`src/rtl/assert_macros.svh`:
```
// assertion helpers shared by the rtl
`ifndef ASSERT_MACROS_SVH
`define ASSERT_MACROS_SVH

// checked only outside reset
`define ACPE_ASSERT(name, clk, rst_n, prop, msg) \
    name: assert property (@(posedge clk) disable iff (!rst_n) prop) \
        else $error(msg);

// checked on every edge, reset included
`define ACPE_ASSERT_ALWAYS(name, clk, prop, msg) \
    name: assert property (@(posedge clk) prop) \
        else $error(msg);

`endif

```
`src/rtl/acpe_pkg.sv`:
```
package acpe_pkg;

    localparam logic [5:0]  POLL_DONE   = 6'd33;
    localparam logic [10:0] WINDOW_LOW  = 11'd130;
    localparam logic [10:0] WINDOW_HIGH = 11'd256;

    typedef enum logic {
        OP_TICK  = 1'b0,
        OP_FRAME = 1'b1
    } t_opcode;

    typedef struct packed {
        t_opcode     opcode;
        logic [8:0]  line_number;
        logic [10:0] line_clock;
        logic [8:0]  display_lines;
        logic [1:0]  port_one_bits;
        logic [1:0]  port_two_bits;
    } t_item;

    typedef struct packed {
        logic        latch_level;
        logic        sample_strobe;
        logic [15:0] pad_one;
        logic [15:0] pad_two;
        logic [15:0] pad_three;
        logic [15:0] pad_four;
        logic        poll_busy;
    } t_result;

endpackage

```
`src/rtl/acpe_if.sv`:
```
interface acpe_item_if;
    logic        valid;
    logic        ready;
    logic        opcode;
    logic [8:0]  line_number;
    logic [10:0] line_clock;
    logic [8:0]  display_lines;
    logic [1:0]  port_one_bits;
    logic [1:0]  port_two_bits;

    modport source (
        output valid, opcode, line_number, line_clock, display_lines,
               port_one_bits, port_two_bits,
        input  ready
    );
    modport sink (
        input  valid, opcode, line_number, line_clock, display_lines,
               port_one_bits, port_two_bits,
        output ready
    );
endinterface

interface acpe_result_if;
    logic        valid;
    logic        ready;
    logic        latch_level;
    logic        sample_strobe;
    logic [15:0] pad_one;
    logic [15:0] pad_two;
    logic [15:0] pad_three;
    logic [15:0] pad_four;
    logic        poll_busy;

    modport source (
        output valid, latch_level, sample_strobe, pad_one, pad_two, pad_three,
               pad_four, poll_busy,
        input  ready
    );
    modport sink (
        input  valid, latch_level, sample_strobe, pad_one, pad_two, pad_three,
               pad_four, poll_busy,
        output ready
    );
endinterface

interface acpe_cfg_if;
    logic valid;
    logic ready;
    logic auto_poll_enable;

    modport source (
        output valid, auto_poll_enable,
        input  ready
    );
    modport sink (
        input  valid, auto_poll_enable,
        output ready
    );
endinterface

```
`src/rtl/auto_controller_poll_engine_core.sv`:
```
// each item goes through the input register and then the result register
// throughput: one item per cycle while the result side is not stalled
// input and result registers keep both sides moving under backpressure
// synchronous active-low reset: poll step inactive (33), latch and pads zero,
// auto poll disabled, both pipeline stages empty
`include "assert_macros.svh"

module auto_controller_poll_engine_core (
    input logic           i_clk,
    input logic           i_rst_n,
    acpe_item_if.sink     i_item,
    acpe_result_if.source o_result,
    acpe_cfg_if.sink      i_cfg
);
    import acpe_pkg::*;

    logic    r_enable;
    logic    r_in_valid;
    t_item   r_in;
    logic    r_out_valid;
    t_result r_out;

    t_result n_out;
    logic    advance;
    logic    in_ready;

    assign advance  = r_in_valid && (!r_out_valid || o_result.ready);
    assign in_ready = !r_in_valid || advance;

    assign i_item.ready = in_ready;
    assign i_cfg.ready  = 1'b1;

    always_ff @(posedge i_clk) begin
        if (!i_rst_n) begin
            r_enable <= 1'b0;
        end else if (i_cfg.valid) begin
            r_enable <= i_cfg.auto_poll_enable;
        end
    end

    // input stage
    always_ff @(posedge i_clk) begin
        if (!i_rst_n) begin
            r_in_valid <= 1'b0;
        end else if (in_ready) begin
            r_in_valid <= i_item.valid;
        end
    end

    always_ff @(posedge i_clk) begin
        if (in_ready && i_item.valid) begin
            r_in.opcode        <= t_opcode'(i_item.opcode);
            r_in.line_number   <= i_item.line_number;
            r_in.line_clock    <= i_item.line_clock;
            r_in.display_lines <= i_item.display_lines;
            r_in.port_one_bits <= i_item.port_one_bits;
            r_in.port_two_bits <= i_item.port_two_bits;
        end
    end

    acpe_poll_core u_core (
        .i_clk     (i_clk),
        .i_rst_n   (i_rst_n),
        .i_advance (advance),
        .i_enable  (r_enable),
        .i_item    (r_in),
        .o_result  (n_out)
    );

    // result stage
    always_ff @(posedge i_clk) begin
        if (!i_rst_n) begin
            r_out_valid <= 1'b0;
        end else if (advance) begin
            r_out_valid <= 1'b1;
        end else if (o_result.ready) begin
            r_out_valid <= 1'b0;
        end
    end

    always_ff @(posedge i_clk) begin
        if (advance) begin
            r_out <= n_out;
        end
    end

    assign o_result.valid         = r_out_valid;
    assign o_result.latch_level   = r_out.latch_level;
    assign o_result.sample_strobe = r_out.sample_strobe;
    assign o_result.pad_one       = r_out.pad_one;
    assign o_result.pad_two       = r_out.pad_two;
    assign o_result.pad_three     = r_out.pad_three;
    assign o_result.pad_four      = r_out.pad_four;
    assign o_result.poll_busy     = r_out.poll_busy;

    `ACPE_ASSERT(a_frame_ends_poll, i_clk, i_rst_n,
        advance && (r_in.opcode == OP_FRAME) |=> !o_result.poll_busy,
        "frame start left poll busy")
    `ACPE_ASSERT(a_strobe_latch_low, i_clk, i_rst_n,
        o_result.valid && o_result.sample_strobe |-> !o_result.latch_level,
        "sample with latch high")
    `ACPE_ASSERT(a_no_advance_when_stalled, i_clk, i_rst_n,
        r_out_valid && !o_result.ready |-> !advance,
        "result overwritten while stalled")
    `ACPE_ASSERT_ALWAYS(a_reset_empties, i_clk,
        !i_rst_n |=> !r_in_valid && !r_out_valid,
        "pipeline not empty after reset")

endmodule

```
`src/rtl/acpe_poll_core.sv`:
```
module acpe_poll_core (
    input  logic             i_clk,
    input  logic             i_rst_n,
    input  logic             i_advance,
    input  logic             i_enable,
    input  acpe_pkg::t_item  i_item,
    output acpe_pkg::t_result o_result
);
    import acpe_pkg::*;

    logic [5:0]  r_step;
    logic        r_latch;
    logic [15:0] r_pad [4];

    logic [5:0]  n_step;
    logic        n_latch;
    logic [15:0] n_pad [4];
    logic        strobe;
    logic        in_window;

    assign in_window = (i_item.line_number == i_item.display_lines)
                    && (i_item.line_clock >= WINDOW_LOW)
                    && (i_item.line_clock <= WINDOW_HIGH);

    always_comb begin
        n_step  = r_step;
        n_latch = r_latch;
        n_pad   = r_pad;
        strobe  = 1'b0;
        if (i_item.opcode == OP_FRAME) begin
            n_step = POLL_DONE;
        end else if (i_enable) begin
            if (in_window) begin
                n_step = '0;
            end
            if (n_step < POLL_DONE) begin
                if (n_step == 6'd0) begin
                    n_latch = 1'b1;
                end
                if (n_step == 6'd1) begin
                    n_latch = 1'b0;
                    n_pad   = '{default: '0};
                end
                if (n_step >= 6'd2 && !n_step[0]) begin
                    n_pad[0] = {n_pad[0][14:0], i_item.port_one_bits[0]};
                    n_pad[1] = {n_pad[1][14:0], i_item.port_two_bits[0]};
                    n_pad[2] = {n_pad[2][14:0], i_item.port_one_bits[1]};
                    n_pad[3] = {n_pad[3][14:0], i_item.port_two_bits[1]};
                    strobe   = 1'b1;
                end
                n_step = n_step + 6'd1;
            end
        end
    end

    always_ff @(posedge i_clk) begin
        if (!i_rst_n) begin
            r_step  <= POLL_DONE;
            r_latch <= 1'b0;
            r_pad   <= '{default: '0};
        end else if (i_advance) begin
            r_step  <= n_step;
            r_latch <= n_latch;
            r_pad   <= n_pad;
        end
    end

    always_comb begin
        o_result.latch_level   = n_latch;
        o_result.sample_strobe = strobe;
        o_result.pad_one       = n_pad[0];
        o_result.pad_two       = n_pad[1];
        o_result.pad_three     = n_pad[2];
        o_result.pad_four      = n_pad[3];
        o_result.poll_busy     = (n_step < POLL_DONE);
    end

endmodule
```
`src/flat_wrapper.sv`:
```
// flat-port wrapper written by rule: the top's interface ports become plain ports
module auto_controller_poll_engine_core_flat import acpe_pkg::*;
  (i_clk, i_rst_n, i_item_valid, i_item_opcode, i_item_line_number, i_item_line_clock, i_item_display_lines, i_item_port_one_bits, i_item_port_two_bits, i_item_ready, o_result_valid, o_result_latch_level, o_result_sample_strobe, o_result_pad_one, o_result_pad_two, o_result_pad_three, o_result_pad_four, o_result_poll_busy, o_result_ready, i_cfg_valid, i_cfg_auto_poll_enable, i_cfg_ready);
  acpe_item_if i_item_i ();
  acpe_result_if o_result_i ();
  acpe_cfg_if i_cfg_i ();
  input logic i_clk;
  input logic i_rst_n;
  input wire logic [$bits(i_item_i.valid)-1:0] i_item_valid;
  input wire logic [$bits(i_item_i.opcode)-1:0] i_item_opcode;
  input wire logic [$bits(i_item_i.line_number)-1:0] i_item_line_number;
  input wire logic [$bits(i_item_i.line_clock)-1:0] i_item_line_clock;
  input wire logic [$bits(i_item_i.display_lines)-1:0] i_item_display_lines;
  input wire logic [$bits(i_item_i.port_one_bits)-1:0] i_item_port_one_bits;
  input wire logic [$bits(i_item_i.port_two_bits)-1:0] i_item_port_two_bits;
  output wire logic [$bits(i_item_i.ready)-1:0] i_item_ready;
  output wire logic [$bits(o_result_i.valid)-1:0] o_result_valid;
  output wire logic [$bits(o_result_i.latch_level)-1:0] o_result_latch_level;
  output wire logic [$bits(o_result_i.sample_strobe)-1:0] o_result_sample_strobe;
  output wire logic [$bits(o_result_i.pad_one)-1:0] o_result_pad_one;
  output wire logic [$bits(o_result_i.pad_two)-1:0] o_result_pad_two;
  output wire logic [$bits(o_result_i.pad_three)-1:0] o_result_pad_three;
  output wire logic [$bits(o_result_i.pad_four)-1:0] o_result_pad_four;
  output wire logic [$bits(o_result_i.poll_busy)-1:0] o_result_poll_busy;
  input wire logic [$bits(o_result_i.ready)-1:0] o_result_ready;
  input wire logic [$bits(i_cfg_i.valid)-1:0] i_cfg_valid;
  input wire logic [$bits(i_cfg_i.auto_poll_enable)-1:0] i_cfg_auto_poll_enable;
  output wire logic [$bits(i_cfg_i.ready)-1:0] i_cfg_ready;
  assign i_item_i.valid = i_item_valid;
  assign i_item_i.opcode = i_item_opcode;
  assign i_item_i.line_number = i_item_line_number;
  assign i_item_i.line_clock = i_item_line_clock;
  assign i_item_i.display_lines = i_item_display_lines;
  assign i_item_i.port_one_bits = i_item_port_one_bits;
  assign i_item_i.port_two_bits = i_item_port_two_bits;
  assign i_item_ready = i_item_i.ready;
  assign o_result_valid = o_result_i.valid;
  assign o_result_latch_level = o_result_i.latch_level;
  assign o_result_sample_strobe = o_result_i.sample_strobe;
  assign o_result_pad_one = o_result_i.pad_one;
  assign o_result_pad_two = o_result_i.pad_two;
  assign o_result_pad_three = o_result_i.pad_three;
  assign o_result_pad_four = o_result_i.pad_four;
  assign o_result_poll_busy = o_result_i.poll_busy;
  assign o_result_i.ready = o_result_ready;
  assign i_cfg_i.valid = i_cfg_valid;
  assign i_cfg_i.auto_poll_enable = i_cfg_auto_poll_enable;
  assign i_cfg_ready = i_cfg_i.ready;
  auto_controller_poll_engine_core u_core (.i_clk(i_clk), .i_rst_n(i_rst_n), .i_item(i_item_i), .o_result(o_result_i), .i_cfg(i_cfg_i));
endmodule
```
`config.mk`:
```
export PLATFORM = sky130hd
export DESIGN_NAME = auto_controller_poll_engine_core_flat
export DESIGN_NICKNAME = d
export VERILOG_FILES = /design/src/rtl/acpe_pkg.sv /design/src/rtl/acpe_if.sv /design/src/rtl/auto_controller_poll_engine_core.sv /design/src/rtl/acpe_poll_core.sv /design/src/flat_wrapper.sv
export VERILOG_INCLUDE_DIRS = /design/src /design/src/rtl
export SDC_FILE = /design/constraint.sdc
export NUM_CORES = 1
export LEC_CHECK = 0
export BUFFER_PORTS_ARGS = -buffer_cell sky130_fd_sc_hd__buf_2
export CORE_ASPECT_RATIO = 1.1
export CORE_MARGIN = 2
export CORE_UTILIZATION = 45
export CTS_CLUSTER_SIZE = 8
export DETAILED_ROUTE_END_ITERATION = 10
export GPL_TIMING_DRIVEN = 0
export PLACE_DENSITY = 0.66
export SLEW_MARGIN = 10
export SYNTH_ARGS = -nofsm -noshare
export SYNTH_HDL_FRONTEND = slang
export SYNTH_SLANG_ARGS = --single-unit
```
`constraint.sdc`:
```
create_clock -name i_clk -period 9.7 [get_ports i_clk]
set_input_delay 0.97 -clock i_clk [delete_from_list [all_inputs] [get_ports i_clk]]
set_output_delay 0.97 -clock i_clk [all_outputs]
set_load 0.01 [all_outputs]
```
==> results.py <==
metrics = {
    "timing": {
        "final.min_clock_period_ps": 3860,
        "finalSetupViolations": 0,
        "holdWs_ps": 484,
        "rsz0062_at_grt": "no",
        "slew_headroom_pct": 42.3,
        "skew_ps": 8.57,
        "period_share_pct": 39.8,
        "timing.final.hold_violations": 0,
        "postLayoutSetupSlackWorst_ps": 5840,
        "tns_ps": 0,
        "max_freq_mhz": 259,
        "tightest_slew_ps": 859,
        "slew_viol_final": 0,
    },
    "pwr": {
        "p_per_area_mw_per_mm2": 191,
        "leakage_nw": 3.05,
        "p_total_w": 0.00152,
        "ir_drop_mv": 0.114,
    },
    "synth": {
        "ys_seq_elements": 175,
        "synth_top_area_share_pct": 45.9,
        "syn_area_sq_mm": 0.00661,
        "synthTopCellsByArea": "edfxtp_1 46%, dfxtp_1 22%, a22o_1 16%",
        "synth.top_cells.by_count": "124 x a22o_1, 101 x edfxtp_1, 74 x dfxtp_1",
        "synth_edf_count": 101,
        "syn_inst": 464,
        "synth_most_common_cell": "a22o_1",
        "yosysTopAreaCell": "edfxtp_1",
        "syn_nets": 509,
        "ys_seq_area_share_pct": 68.3,
        "synth_cell_types": 49,
        "avgSynthCellArea_sq_um": 14.3,
        "synthArstFlopShare_pct": 0,
        "synthFlopType": "edfxtp_1",
        "yosysWarnings": 0,
    },
    "floorplanning": {
        "coreArea_sq_mm": 0.0144,
        "initial_core_util_pct": 46.0,
        "die_w_um": 120,
        "die_h_um": 131,
        "dieArea_sq_mm": 0.0157,
        "io_pins": 110,
        "rows": 46,
    },
    "grt": {
        "track_usage_pct": 16.2,
        "grt_antenna_before_repair": 0,
        "overflow": 0,
        "grt_max_degree": 72,
        "grt_pass1_wl_um": 19900,
        "grt_pass1_vias": 4079,
    },
    "setup_path": {
        "worst-r2r-setup-slack_ps": 5840,
        "startpoint": "u_core.r_in[14]$_DFFE_PP_",
        "ff2ff_path_depth": 12,
        "cp.required_ps": 9980,
        "timing_worst_setup_path_type": "flop to flop",
        "startpoint_type": "flop",
        "crit_path_max_fanout": 10,
        "end_kind": "flop",
        "cp.arrival_ps": 4140,
        "regToRegEndpoint": "u_core.o_result.pad_two[1]$_DFFE_PP_",
        "worstReg2RegStart": "u_core.r_in[14]$_DFFE_PP_",
    },
    "routing": {
        "wirelength_um": 12300,
        "num_vias": 4303,
        "drt-initial-drc-count": 283,
        "vias_per_cell": 5.41,
        "ant_nets": 0,
        "post_drt_wl_per_cell_um": 15.4,
        "dr.pass1.iters": 5,
        "drc_errors": 0,
    },
    "clock_network": {
        "clkTransAtPathRegs_ps": 70,
        "clk_latency_ps": 430,
        "cts_setup_buffers": 0,
        "cts_root_buf": "clkbuf_16",
        "cts.path.max_buffers": 2,
        "cts_tree": "built",
        "cts_hold_buf": 0,
        "cts-htree-levels": 4,
        "ctsResizeCount": 0,
        "cts_inserted_buffers": 17,
        "cts_sinks": 175,
    },
    "layout": {
        "drive_gt1_share_pct": 28.1,
        "nets": 636,
        "area_delta_synth_final_pct": 20.5,
        "layoutNonFillerInstCount": 796,
        "diodes": 0,
    },
    "status": {
        "status": "completed",
    },
    "min_path": {
        "min_path_type": "flop to flop",
        "hold_start": "u_core.u_core.r_pad[31]$_SDFFE_PN0P_",
        "hold_path_end": "u_core.u_core.r_pad[31]$_SDFFE_PN0P_",
        "min_path_cells": 1,
    },
    "placed_design": {
        "port-buffer-count": 108,
        "dp_cells": 764,
        "routabilityCongestion": 0.798,
        "pre_cts_ws_ps": 5840,
        "place_hpwl_um": 8440,
    },
    "job": {
        "maxCapViolCount": 0,
    },
}
-- stage by stage --
step / instance area (sq um) / util (%)
floorplan: 6610 / -
global placement: 7390 / 51.4
detailed placement: 7400 / 51.4
CTS: 7970 / 55.4
global route: 7970 / 55.4
finish: 7970 / 55.4
-- kinds of logic (layout without fill, tap and decap cells) --
logic type / Yosys count / count (layout) / synth area share (%)
DFF: 175 / 175 / 68.3
AOI/OAI and AO/OA: 170 / 170 / 21.6
and+or+nand+nor: 60 / 60 / 4.60
buffers and inverters: 41 / 181 / 2.86
xor gates and xnor gates: 9 / 9 / 1.19
adders and majority gates: 5 / 5 / 0.946
muxes: 3 / 3 / 0.492
other: 1 / 1 / 0.0567
-- power breakdown --
part	switching, W	leakage [nW]	total, W	internal (W)
Combinational	0.0000361	1.20	0.0000568	0.0000207
Clock	0.000276	0.285	0.000654	0.000378
Sequential	0.00000664	1.57	0.000812	0.000805
Total	0.000318	3.05	0.00152	0.00120
-- critical path, stage by stage (launching register included) --
cell	delay [ps]
edfxtp_1	380
nor4_2	370
nand4_1	240
a2111o_1	520
and2_1	230
inv_1	110
ha_1	170
a21boi_1	160
nor2_1	140
o21ai_1	110
nor3_1	730
buf_2	360
a22o_1	190
-- per-layer routing --
layer / share of wire [%] / vias up / global-route usage (%)
li1: - / 2089 / -
met1: 43 / 2039 / 19.9
met2: 48 / 151 / 26.3
met3: 6.2 / 24 / 4.64
met4: 2.6 / 0 / 7.91
met5: 0 / - / 0
-- layout by cell type, fill, tap and decap left out, types with 2 or more instances in the layout --
| cell type | instances |
|---|---|
| clkinv_2 | 5 |
| buf_2 | 130 |
| edfxtp_1 | 101 |
| a21oi_1 | 13 |
| nand2_1 | 15 |
| a211o_1 | 2 |
| clkbuf_1 | 9 |
| inv_1 | 7 |
| dfxtp_1 | 74 |
| ha_1 | 5 |
| bufinv_16 | 2 |
| o21a_1 | 4 |
| nand4_1 | 4 |
| nand2b_1 | 3 |
| a22o_1 | 124 |
| a211oi_1 | 3 |
| o21ai_0 | 3 |
| nor3_1 | 4 |
| clkinv_4 | 2 |
| nor2_1 | 20 |
| clkbuf_16 | 17 |
| o21ai_1 | 2 |
| a32o_1 | 4 |
| mux2_2 | 2 |
| xnor2_1 | 8 |
| o211ai_1 | 4 |
| nor2b_1 | 3 |
| clkinv_1 | 3 |
| inv_6 | 2 |
| buf_4 | 2 |
-- flip-flops by register name, indices dropped and copies added (netlist names) --
register,cells
u_core.o_result.latch_level,1
u_core.o_result.pad_four,16
u_core.o_result.pad_one,16
u_core.o_result.pad_three,16
u_core.o_result.pad_two,16
u_core.o_result.poll_busy,1
u_core.o_result.sample_strobe,1
u_core.o_result.valid,1
u_core.r_enable,1
u_core.r_in,34
u_core.r_in_valid,1
u_core.u_core.r_latch,1
u_core.u_core.r_pad,64
u_core.u_core.r_step,6
-- area by class of cell --
| type | count | area (sq um) |
|---|---|---|
| Multi-Input combinational cell | 248 | 1910 |
| Tap cell | 192 | 240 |
| Clock inverter | 14 | 139 |
| Clock buffer | 18 | 429 |
| Buffer | 32 | 155 |
| Sequential cell | 175 | 4510 |
| Inverter | 9 | 36.3 |
| Timing Repair Buffer | 108 | 541 |
| Fill cell | 1206 | 6420 |
-- worst max path at each step --
stage	endpoint	slack [ps]	cells past startpoint
finish	u_core.o_result.pad_two[1]$_DFFE_PP_	5840	12
global route	u_core.o_result.pad_two[15]$_DFFE_PP_	5480	12
CTS	u_core.o_result.pad_two[7]$_DFFE_PP_	5810	12
detailed placement	u_core.o_result.pad_two[7]$_DFFE_PP_	5840	12
global placement	u_core.u_core.r_pad[57]$_SDFFE_PN0P_	4710	8
floorplan	u_core.u_core.r_pad[10]$_SDFFE_PN0P_	5870	7
(Power assumes the default switching activity.)
